File: src/rtl/core/bmp24_pkg.sv
// Shared types and constants for the 24-bit BMP pixel unpacker.
// No dependencies.
package bmp24_pkg;

  // Header byte positions of the little-endian 32-bit words
  localparam logic [31:0] HDR_OFFSET_POS = 32'h0000_000A;
  localparam logic [31:0] HDR_WIDTH_POS  = 32'h0000_0012;
  localparam logic [31:0] HDR_HEIGHT_POS = 32'h0000_0016;
  localparam logic [31:0] HDR_END_POS    = 32'h0000_001A;
  localparam logic [31:0] POS_MAX        = 32'hFFFF_FFFF;
  localparam logic [15:0] SAT16          = 16'hFFFF;

  // Color byte expected next
  typedef enum logic [1:0] {
    PH_BLUE  = 2'd0,
    PH_GREEN = 2'd1,
    PH_RED   = 2'd2
  } phase_t;

  // One decoded pixel
  typedef struct packed {
    logic        end_of_image;
    logic        end_of_row;
    logic [15:0] row;
    logic [15:0] column;
    logic [7:0]  blue;
    logic [7:0]  green;
    logic [7:0]  red;
  } pix_res_t;

endpackage

File: src/rtl/core/bmp24_parse.sv
// Header capture, pixel grouping and row/column tracking, one byte per step cycle.
// Depends on bmp24_pkg.
module bmp24_parse (
  input  logic               clk,
  input  logic               rst_n,
  input  logic               step,          // byte taken this cycle
  input  logic [7:0]         byte_value,
  input  logic               start_of_file,
  output logic               res_valid,
  output bmp24_pkg::pix_res_t res
);
  import bmp24_pkg::*;

  logic [31:0] pos_r, pos_nxt;
  logic [31:0] offset_r, offset_nxt;
  logic [31:0] width_r, width_nxt;
  logic [31:0] height_r, height_nxt;
  logic [7:0]  blue_r, blue_nxt;
  logic [7:0]  green_r, green_nxt;
  phase_t      phase_r, phase_nxt;
  logic [31:0] col_r, col_nxt;
  logic [31:0] row_r, row_nxt;
  logic [1:0]  pad_r, pad_nxt;
  logic        done_r, done_nxt;

  // Values seen by this byte: a start mark clears everything first
  logic [31:0] e_pos, e_offset, e_width, e_height, e_col, e_row;
  phase_t      e_phase;
  logic [1:0]  e_pad;
  logic        e_done;
  logic [1:0]  lane;
  logic [31:0] lane_word;
  logic        last_col, last_row;

  always_comb begin
    e_pos    = start_of_file ? '0 : pos_r;
    e_offset = start_of_file ? '0 : offset_r;
    e_width  = start_of_file ? '0 : width_r;
    e_height = start_of_file ? '0 : height_r;
    e_col    = start_of_file ? '0 : col_r;
    e_row    = start_of_file ? '0 : row_r;
    e_phase  = start_of_file ? PH_BLUE : phase_r;
    e_pad    = start_of_file ? 2'd0 : pad_r;
    e_done   = start_of_file ? 1'b0 : done_r;

    // All three header words start at positions = 2 mod 4
    lane      = e_pos[1:0] - 2'd2;
    lane_word = {24'd0, byte_value} << {lane, 3'b000};

    last_col = (e_col == e_width - 32'd1);
    last_row = (e_row == e_height - 32'd1);

    pos_nxt    = (e_pos == POS_MAX) ? e_pos : e_pos + 32'd1;
    offset_nxt = e_offset;
    width_nxt  = e_width;
    height_nxt = e_height;
    blue_nxt   = blue_r;
    green_nxt  = green_r;
    phase_nxt  = e_phase;
    col_nxt    = e_col;
    row_nxt    = e_row;
    pad_nxt    = e_pad;
    done_nxt   = e_done;
    res_valid  = 1'b0;

    res.red          = byte_value;
    res.green        = green_r;
    res.blue         = blue_r;
    res.column       = (e_col > {16'd0, SAT16}) ? SAT16 : e_col[15:0];
    res.row          = (e_row > {16'd0, SAT16}) ? SAT16 : e_row[15:0];
    res.end_of_row   = last_col;
    res.end_of_image = last_col && last_row;

    priority if (e_pos < HDR_END_POS) begin
      if (e_pos >= HDR_OFFSET_POS && e_pos < HDR_OFFSET_POS + 32'd4)
        offset_nxt = e_offset | lane_word;
      if (e_pos >= HDR_WIDTH_POS && e_pos < HDR_WIDTH_POS + 32'd4)
        width_nxt = e_width | lane_word;
      if (e_pos >= HDR_HEIGHT_POS && e_pos < HDR_HEIGHT_POS + 32'd4)
        height_nxt = e_height | lane_word;
    end else if (e_pos < e_offset) begin
      // gap before pixel array
    end else if (e_done || e_width == '0 || e_height == '0) begin
      // nothing to emit
    end else if (e_pad != 2'd0) begin
      pad_nxt = e_pad - 2'd1;
    end else begin
      unique case (e_phase)
        PH_GREEN: begin
          green_nxt = byte_value;
          phase_nxt = PH_RED;
        end
        PH_RED: begin
          phase_nxt = PH_BLUE;
          res_valid = 1'b1;
          if (last_col) begin
            col_nxt = '0;
            if (last_row) begin
              done_nxt = 1'b1;
              pad_nxt  = 2'd0;
            end else begin
              pad_nxt = e_width[1:0];
              row_nxt = e_row + 32'd1;
            end
          end else begin
            col_nxt = e_col + 32'd1;
          end
        end
        default: begin
          blue_nxt  = byte_value;
          phase_nxt = PH_GREEN;
        end
      endcase
    end

    res_valid = res_valid && step;
  end

  always_ff @(posedge clk) begin
    if (!rst_n) begin
      pos_r    <= '0;
      offset_r <= '0;
      width_r  <= '0;
      height_r <= '0;
      phase_r  <= PH_BLUE;
      col_r    <= '0;
      row_r    <= '0;
      pad_r    <= '0;
      done_r   <= 1'b0;
    end else if (step) begin
      pos_r    <= pos_nxt;
      offset_r <= offset_nxt;
      width_r  <= width_nxt;
      height_r <= height_nxt;
      phase_r  <= phase_nxt;
      col_r    <= col_nxt;
      row_r    <= row_nxt;
      pad_r    <= pad_nxt;
      done_r   <= done_nxt;
    end
  end

  // color holds are payload only
  always_ff @(posedge clk) begin
    if (step) begin
      blue_r  <= blue_nxt;
      green_r <= green_nxt;
    end
  end

endmodule

File: src/rtl/core/bmp_24bit_pixel_unpacker.sv
// Top level of the 24-bit BMP pixel unpacker: byte stream in, pixel words out.
// Depends on bmp24_pkg and bmp24_parse.
//
// Usage:
//   in_*  : one file byte per word. in_tdata = byte_value, in_tuser =
//           start_of_file (set on byte 0 of each file; restarts parsing).
//   out_* : one word per decoded pixel, emitted on the red byte.
//           out_tlast marks the last pixel of a row, out_tuser the last
//           pixel of the image. Row 0 is the bottom row of the bitmap.
//   Header words (pixel offset, width, height) are picked up on the fly;
//   bytes before the pixel array, row padding and anything after the last
//   pixel produce no output word.
// Output: a pixel word is registered before it appears on out_*.
// Throughput: one byte per cycle while in_tready is high; the per-byte
//   decode is a single pass of counter updates and 32-bit compares between
//   the parse state registers and the output register.
// Stall: a two-entry output stage (output register plus skid register)
//   lets a byte be taken while a finished pixel waits; in_tready drops only
//   when both entries hold pixels, and is driven from a register.
// Reset: rst_n (synchronous, active low) empties the output stage and puts
//   the parser in the fresh-file state, so the first byte counts as byte 0.
module bmp_24bit_pixel_unpacker (
  input  logic        clk,
  input  logic        rst_n,
  input  logic        in_tvalid,
  output logic        in_tready,
  input  logic [7:0]  in_tdata,   // [7:0] byte_value
  input  logic        in_tuser,   // [0] start_of_file
  output logic        out_tvalid,
  input  logic        out_tready,
  output logic [55:0] out_tdata,  // [7:0] red, [15:8] green, [23:16] blue,
                                  // [39:24] column, [55:40] row
  output logic        out_tlast,  // end_of_row
  output logic        out_tuser   // [0] end_of_image
);
  import bmp24_pkg::*;

  logic     step;
  logic     res_valid;
  pix_res_t res;

  logic     out_valid_r, out_valid_nxt;
  pix_res_t out_data_r, out_data_nxt;
  logic     skid_valid_r, skid_valid_nxt;
  pix_res_t skid_data_r, skid_data_nxt;

  assign in_tready = !skid_valid_r;
  assign step      = in_tvalid && in_tready;

  bmp24_parse u_parse (
    .clk           (clk),
    .rst_n         (rst_n),
    .step          (step),
    .byte_value    (in_tdata),
    .start_of_file (in_tuser),
    .res_valid     (res_valid),
    .res           (res)
  );

  // Output register with skid entry behind it
  always_comb begin
    out_valid_nxt  = out_valid_r;
    out_data_nxt   = out_data_r;
    skid_valid_nxt = skid_valid_r;
    skid_data_nxt  = skid_data_r;
    if (out_tready || !out_valid_r) begin
      if (skid_valid_r) begin
        // no byte is taken while the skid entry is full
        out_valid_nxt  = 1'b1;
        out_data_nxt   = skid_data_r;
        skid_valid_nxt = 1'b0;
      end else begin
        out_valid_nxt = res_valid;
        out_data_nxt  = res;
      end
    end else if (res_valid) begin
      skid_valid_nxt = 1'b1;
      skid_data_nxt  = res;
    end
  end

  always_ff @(posedge clk) begin
    if (!rst_n) begin
      out_valid_r  <= 1'b0;
      skid_valid_r <= 1'b0;
    end else begin
      out_valid_r  <= out_valid_nxt;
      skid_valid_r <= skid_valid_nxt;
    end
  end

  always_ff @(posedge clk) begin
    out_data_r  <= out_data_nxt;
    skid_data_r <= skid_data_nxt;
  end

  assign out_tvalid = out_valid_r;
  assign out_tdata  = {out_data_r.row, out_data_r.column, out_data_r.blue,
                       out_data_r.green, out_data_r.red};
  assign out_tlast  = out_data_r.end_of_row;
  assign out_tuser  = out_data_r.end_of_image;

endmodule
File: config.mk
export PLATFORM = sky130hd
export DESIGN_NAME = bmp_24bit_pixel_unpacker
export DESIGN_NICKNAME = d
export VERILOG_FILES = /design/src/rtl/core/bmp24_pkg.sv /design/src/rtl/core/bmp24_parse.sv /design/src/rtl/core/bmp_24bit_pixel_unpacker.sv
export SDC_FILE = /design/constraint.sdc
export NUM_CORES = 1
export LEC_CHECK = 0
export ABC_AREA = 0
export BUFFER_PORTS_ARGS = -buffer_cell sky130_fd_sc_hd__buf_4
export CAP_MARGIN = 5
export CORE_ASPECT_RATIO = 0.8
export CORE_MARGIN = 3
export CORE_UTILIZATION = 55
export DETAILED_ROUTE_END_ITERATION = 6
export PLACE_DENSITY_LB_ADDON = 0.1
export SLEW_MARGIN = 20
export SYNTH_ARGS = -nofsm -noshare
export SYNTH_HDL_FRONTEND = slang
export SYNTH_SLANG_ARGS = --single-unit
File: constraint.sdc
create_clock -name clk -period 13 [get_ports clk]
set_input_delay 0.65 -clock clk [delete_from_list [all_inputs] [get_ports clk]]
set_output_delay 0.65 -clock clk [all_outputs]
set_load 0.1 [all_outputs]
# Word level (Yosys, flattened, before mapping)
# Index checks and enable logic that the tools add are counted.
# W data, S select, Z words.
# totals
output_inout_bits	60
register_bits	331
wordCells	135
input_bits	13
# op_classes
reduce_logical	19
eq_ne	5
mux	57
n_shift	1
n_lt_le_gt_ge	9
addsub	7
n_bitwise	10
# op_table
cell	n
$mux W32	26
$add A32 B1 Y32 const B	3
$or A32 B32 Y32	3
$eq A32 B32 Y1	2
$ge A32 B5 Y1 const B	2
$gt A32 B16 Y1 const B	2
$logic_not A32 Y1	2
$lt A32 B5 Y1 const B	2
$sub A32 B1 Y32 const B	2
$mux W58	1
$eq A32 B32 Y1 const B	1
$ge A32 B4 Y1 const B	1
$lt A32 B32 Y1	1
$lt A32 B4 Y1 const B	1
$mux W16	2
$shl A8 B5 Y32	1
$mux W2	13
$mux W1	14
$reduce_and A6 Y1	2
$not A1 Y1	7
$logic_and A1 B1 Y1	6
$pmux W2 S2	1
$reduce_or A2 Y1	2
$logic_or A1 B1 Y1	3
7 further kinds	8

# Depth between registers and ports, before layout
# depth
word_depth	10
depth_mapped	22
ltp_nobuf	13

# Modules after synthesis
# From an unflattened synthesis, not the netlist that was laid out.
# unflattened
cells_unflattened	2042
hier_area_um2	18828.1
# by_module_without_submodules
module	n_inst	cells_each	area_per_inst_um2	seq_area_each_um2
bmp24_parse	1	1851	14256.2	4424.2
bmp_24bit_pixel_unpacker	1	191	4571.9	3523.4

# Least setup slack after synthesis
# No wires, ideal clock.
# synth_path
path_kind	input -> register
startpoint	input in_tuser
endpoint	register skid_data_r[0] in the netlist's numbering (enable)
n_path_buf	8
setup_time_ps	617
path_stages	17
arrival_ps	9933
slack_ps	2450
required_ps	12383
path_cell_list	buf_2 clkbuf_1 clkbuf_1 clkbuf_1 clkbuf_1 clkbuf_1 clkbuf_1 clkbuf_1 nor2b_1 ha_1 nand4_1 nor3_1 o21ai_0 o311a_1 o2111ai_1 nand2_1 nor4_1
# synth_between
elab_chain_cells	9
word_cells_on_any_way	22
classes_between	order compare: 2; eq/ne: 1; mux: 12; reduce/logical: 7
# synth_lines
item	line_no	rtl
start: declaration	bmp_24bit_pixel_unpacker.sv:28	input logic in_tuser,
branches (longest 6 deep; another with $lt A32 B32 Y1)	n/a	
$mux W1 *	bmp24_parse.sv:74	priority if (e_pos < HDR_END_POS) begin
$logic_and A1 B1 Y1 *	bmp24_parse.sv:116	res_valid = res_valid && step;
$reduce_and A2 Y1 (no source line) *	n/a	
end signal: assignment	bmp_24bit_pixel_unpacker.sv:94	skid_data_r <= skid_data_nxt;
end: declaration	bmp_24bit_pixel_unpacker.sv:45	pix_res_t skid_data_r, skid_data_nxt;
# Every way passes the cells marked *.
# A chain may end at the register's enable or synchronous reset.

# Worst setup path after layout
# layout_path
startpoint	input in_tuser
endpoint	register u_parse.row_r[4]
# layout_between
elab_chain_cells	10
word_cells_on_any_way	29
classes_between	add/sub: 3; order compare: 2; eq/ne: 3; mux: 16; reduce/logical: 5
# layout_lines
item	line_no	rtl
$mux W32	bmp24_parse.sv:39	e_height = start_of_file ? '0 : height_r;
$sub A32 B1 Y32	bmp24_parse.sv:51	last_row = (e_row == e_height - 32'd1);
$eq A32 B32 Y1	bmp24_parse.sv:51	
$mux W32	bmp24_parse.sv:98	if (last_row) begin
$mux W32	bmp24_parse.sv:96	if (last_col) begin
$mux W32	bmp24_parse.sv:88	unique case (e_phase)
$mux W32	bmp24_parse.sv:85	end else if (e_pad != 2'd0) begin
$mux W32	bmp24_parse.sv:83	end else if (e_done || e_width == '0 || e_height == '0) begin
$mux W32	bmp24_parse.sv:81	end else if (e_pos < e_offset) begin
$mux W32 *	bmp24_parse.sv:74	
end signal: assignment	bmp24_parse.sv:137	row_r <= row_nxt;
end: declaration	bmp24_parse.sv:22	logic [31:0] row_r, row_nxt;
# Mark *: on every way between the ends. The rest lies on a longest branch, timed or not.

==> flow_summary.json <==
{
  "status": "complete, no violations",
  "rr_endpoint": "u_parse.row_r[4]$_SDFFE_PN0P_",
  "cts_setup_buffers": 0,
  "finalHoldWorstSlack_ns": 0.448,
  "dp.cells": 2384,
  "min_to": "skid_data_r[16]$_DFFE_PP_",
  "crit_arrival_ns": 5.88,
  "clockRootBuffer": "clkbuf_16",
  "overflow": 0,
  "clk_path_buf_depth": 3,
  "hold_depth": 0,
  "async_reset_ff_share_pct": 0,
  "p_per_area_nw_per_um2": 110,
  "htreeDepth": 2,
  "antenna_left": 0,
  "rows": 58,
  "final_hold_viol_count": 0,
  "met2_usage_pct": 44.4,
  "synth_edf_count": 132,
  "syn_nets": 2056,
  "use_met3_pct": 5.22,
  "rsz0062_at_grt": "false",
  "period_share_pct": 42.0,
  "place_area_um2": 18800,
  "gp_congestion": 0.954,
  "pwr-share-seq_pct": 48.8,
  "cts_made_buffers": 36,
  "dr.pass1.iters": 6,
  "viasPerCell": 6.46,
  "design_area_um2": 20000,
  "r2r_slack_ns": 8.23,
  "hp-class": "reg -> reg",
  "die_h_um": 168,
  "setup_tns_ns": 0,
  "reg2reg_depth": 12,
  "synth_ff_type": "dfxtp_1",
  "grt_pass1_wl_um": 83500,
  "synth_cell_types": 84,
  "p_int_mw": 1.70,
  "ys_warn_count": 0,
  "grt_max_degree": 111,
  "fmax_mhz": 183,
  "power.switching_mw": 0.506,
  "synth_area_um2": 18100,
  "grt_use_met1_pct": 43.3,
  "grtUsageTotal_pct": 29.2,
  "yosysSeqAreaShare_pct": 44.0,
  "cts_tree": "yes",
  "finalNonFillerCells": 2449,
  "drt_iter0_drc": 1728,
  "power.share.clock_pct": 47.2,
  "drcViolationCount": 0,
  "cts_hold_buf": 0,
  "cp_data_required_time_ns": 13.42,
  "synth_area_per_cell_um2": 9.01,
  "wire_per_inst_um": 21.4,
  "min-delay-start": "u_parse.blue_r[0]$_DFFE_PP_",
  "vias": 15800,
  "antenna_found_initial": 1,
  "p_leak_nw": 7.44,
  "worst_clock_skew_ns": 0.0169,
  "pwr-share-comb_pct": 4.0,
  "start_util_pct": 56.7,
  "dp_hpwl_um": 36500,
  "synth_seq_cells": 331,
  "cts_resized": 0,
  "period_minus_slack_ns": 5.46,
  "critical_path_class": "in -> reg",
  "switching_share_pct": 22.9,
  "worstSkewPairLatency_ns": 0.54,
  "finalNetCount": 2055,
  "rr_startpoint": "u_parse.pos_r[1]$_SDFFE_PN0P_",
  "cp_max_fo": 71,
  "die-area_um2": 35000,
  "die_w_um": 209,
  "setup-violations-final": 0,
  "clk_pin_slew_worst_paths_ns": 0.06,
  "drv_cap": 0,
  "vdd_drop_max_uv": 107,
  "pin_count": 73,
  "syn_inst": 2003,
  "top_usage_layer": "met2",
  "worstMarginPinSlew_ns": 1.08,
  "start_kind": "input pin",
  "drv_slew": 0,
  "grt_pass1_vias": 14500,
  "drive_gt1_share_pct": 12.2,
  "finalWirelength_um": 52500,
  "cp-end-kind": "register",
  "relSlewSlack_pct": 27.2,
  "syn2layout_area_growth_pct": 10.8,
  "clock_sink_count": 331,
  "io_buffers": 72,
  "core_um2": 31900,
  "diodes": 0
}
==> power by group through the flow <==
stage                     clock [mW]  combinational (mW)  sequential (mW)
after floorplan                    0              0.0448             1.11
after global placement             0              0.0845             1.10
after detailed placement           0              0.0860             1.10
after CTS                       1.06              0.0862             1.08
after global routing            1.10              0.0926             1.08
final                           1.04              0.0875             1.08
==> routing by layer <==
| layer | part of all wire (%) | up-vias |
|---|---|---|
| met4 | 2.2 | 2 |
| li1 | - | 7403 |
| met2 | 44 | 645 |
| met5 | 0.025 | - |
| met1 | 46 | 7685 |
| met3 | 8.3 | 88 |
==> cell families (layout without fill, tap and decap cells) <==
group	after synthesis	after routing	synth area share, %
AND/OR/NAND/NOR	861	861	24.0
AO/OA/AOI/OAI	421	421	16.2
flip-flops	331	331	44.0
buffers and inverters	177	203	3.74
XOR/XNOR	100	100	4.85
multiplexers	73	73	4.45
adder cells (fa/ha/maj)	40	40	2.77
==> area by class of cell <==
type	instances	area [um^2]
multi-input cells	1495	9460
inverters	47	179
flip-flops and latches	331	7950
clock inverters	22	209
fillers	2734	11900
well taps	420	526
clock buffers	43	1000
repair buffers	91	687
==> how the worst max path moves through the flow <==
stage	startpoint	end	slack [ns]	cells after the start
after floorplan	in_tuser	skid_data_r[0]$_DFFE_PP_	2.45	17
after global placement	in_tuser	u_parse.row_r[4]$_SDFFE_PN0P_	7.28	15
after detailed placement	in_tuser	u_parse.row_r[4]$_SDFFE_PN0P_	7.12	15
after CTS	in_tuser	u_parse.row_r[4]$_SDFFE_PN0P_	7.61	15
after global routing	in_tuser	u_parse.row_r[4]$_SDFFE_PN0P_	7.22	15
final	in_tuser	u_parse.row_r[4]$_SDFFE_PN0P_	7.54	15
==> metrics by stage <==
| step | util [%] | power, mW | setup WS [ns] |
|---|---|---|---|
| 6_report | 62.8 | 2.21 | 7.54 |
| 3_5_place_dp | 59.0 | 1.19 | 7.12 |
| 5_1_grt | 62.8 | 2.27 | 7.22 |
| 4_1_cts | 62.8 | 2.22 | 7.61 |
| 2_1_floorplan | - | 1.16 | 2.45 |
| 3_3_place_gp | 59.0 | 1.19 | 7.28 |
==> state kept, by name, summed over array words and instances, names as in the netlist, 32 cells and up <==
name              flops
skid_data_r          58
out_tdata            56
u_parse.col_r        32
u_parse.height_r     32
u_parse.offset_r     32
u_parse.pos_r        32
u_parse.row_r        32
u_parse.width_r      32
==> critical path, stage by stage <==
cell	delay, ns
buf_4	0.24
inv_2	0.11
buf_4	0.67
nand2_1	0.14
ha_1	0.34
nand4_1	0.13
nor3_1	0.22
o21ai_0	0.12
o311a_1	0.42
o2111ai_1	0.46
nand2_1	0.32
or3_1	0.53
or3_1	0.72
or4_1	0.58
mux2i_1	0.15
==> cells in the final DEF, fill, tap and decap left out, drive strengths merged, types with 57 or more instances in the layout <==
master	synthesis	final
a22oi	105	105
buf	13	91
nand2	217	217
o21ai	75	75
nor3	57	57
nand3	86	86
nor2	214	214
xnor2	63	63
a21oi	67	67
dfxtp	199	199
mux2	58	58
edfxtp	132	132
nor4	57	57
==> Yosys cell counts, types with 10 or more instances <==
master | number | share of area [%]
nand2_1 | 217 | 4.5
nor2_1 | 213 | 4.4
dfxtp_1 | 199 | 22
edfxtp_1 | 132 | 22
clkbuf_1 | 117 | 2.4
a22oi_1 | 105 | 4.4
nand3_1 | 86 | 2.4
o21ai_0 | 73 | 2.0
a21oi_1 | 67 | 1.9
xnor2_1 | 63 | 3.1
mux2_2 | 58 | 3.6
nor3_1 | 57 | 1.6
nor4_1 | 48 | 1.7
inv_1 | 44 | 0.91
nor2b_1 | 41 | 1.4
ha_1 | 40 | 2.8
nand4_1 | 39 | 1.4
xor2_1 | 37 | 1.8
and3_1 | 34 | 1.2
or4_1 | 21 | 0.87
o31ai_1 | 19 | 0.79
a21o_1 | 17 | 0.71
or3_1 | 17 | 0.59
mux2i_1 | 15 | 0.83
a31oi_1 | 14 | 0.49
and2_1 | 14 | 0.49
a211oi_1 | 13 | 0.54
nand2b_1 | 13 | 0.45
o211ai_1 | 12 | 0.50
and4_1 | 10 | 0.49
o2111ai_1 | 10 | 0.49
o21a_1 | 10 | 0.42
Power figures use the tool's default switching activity.
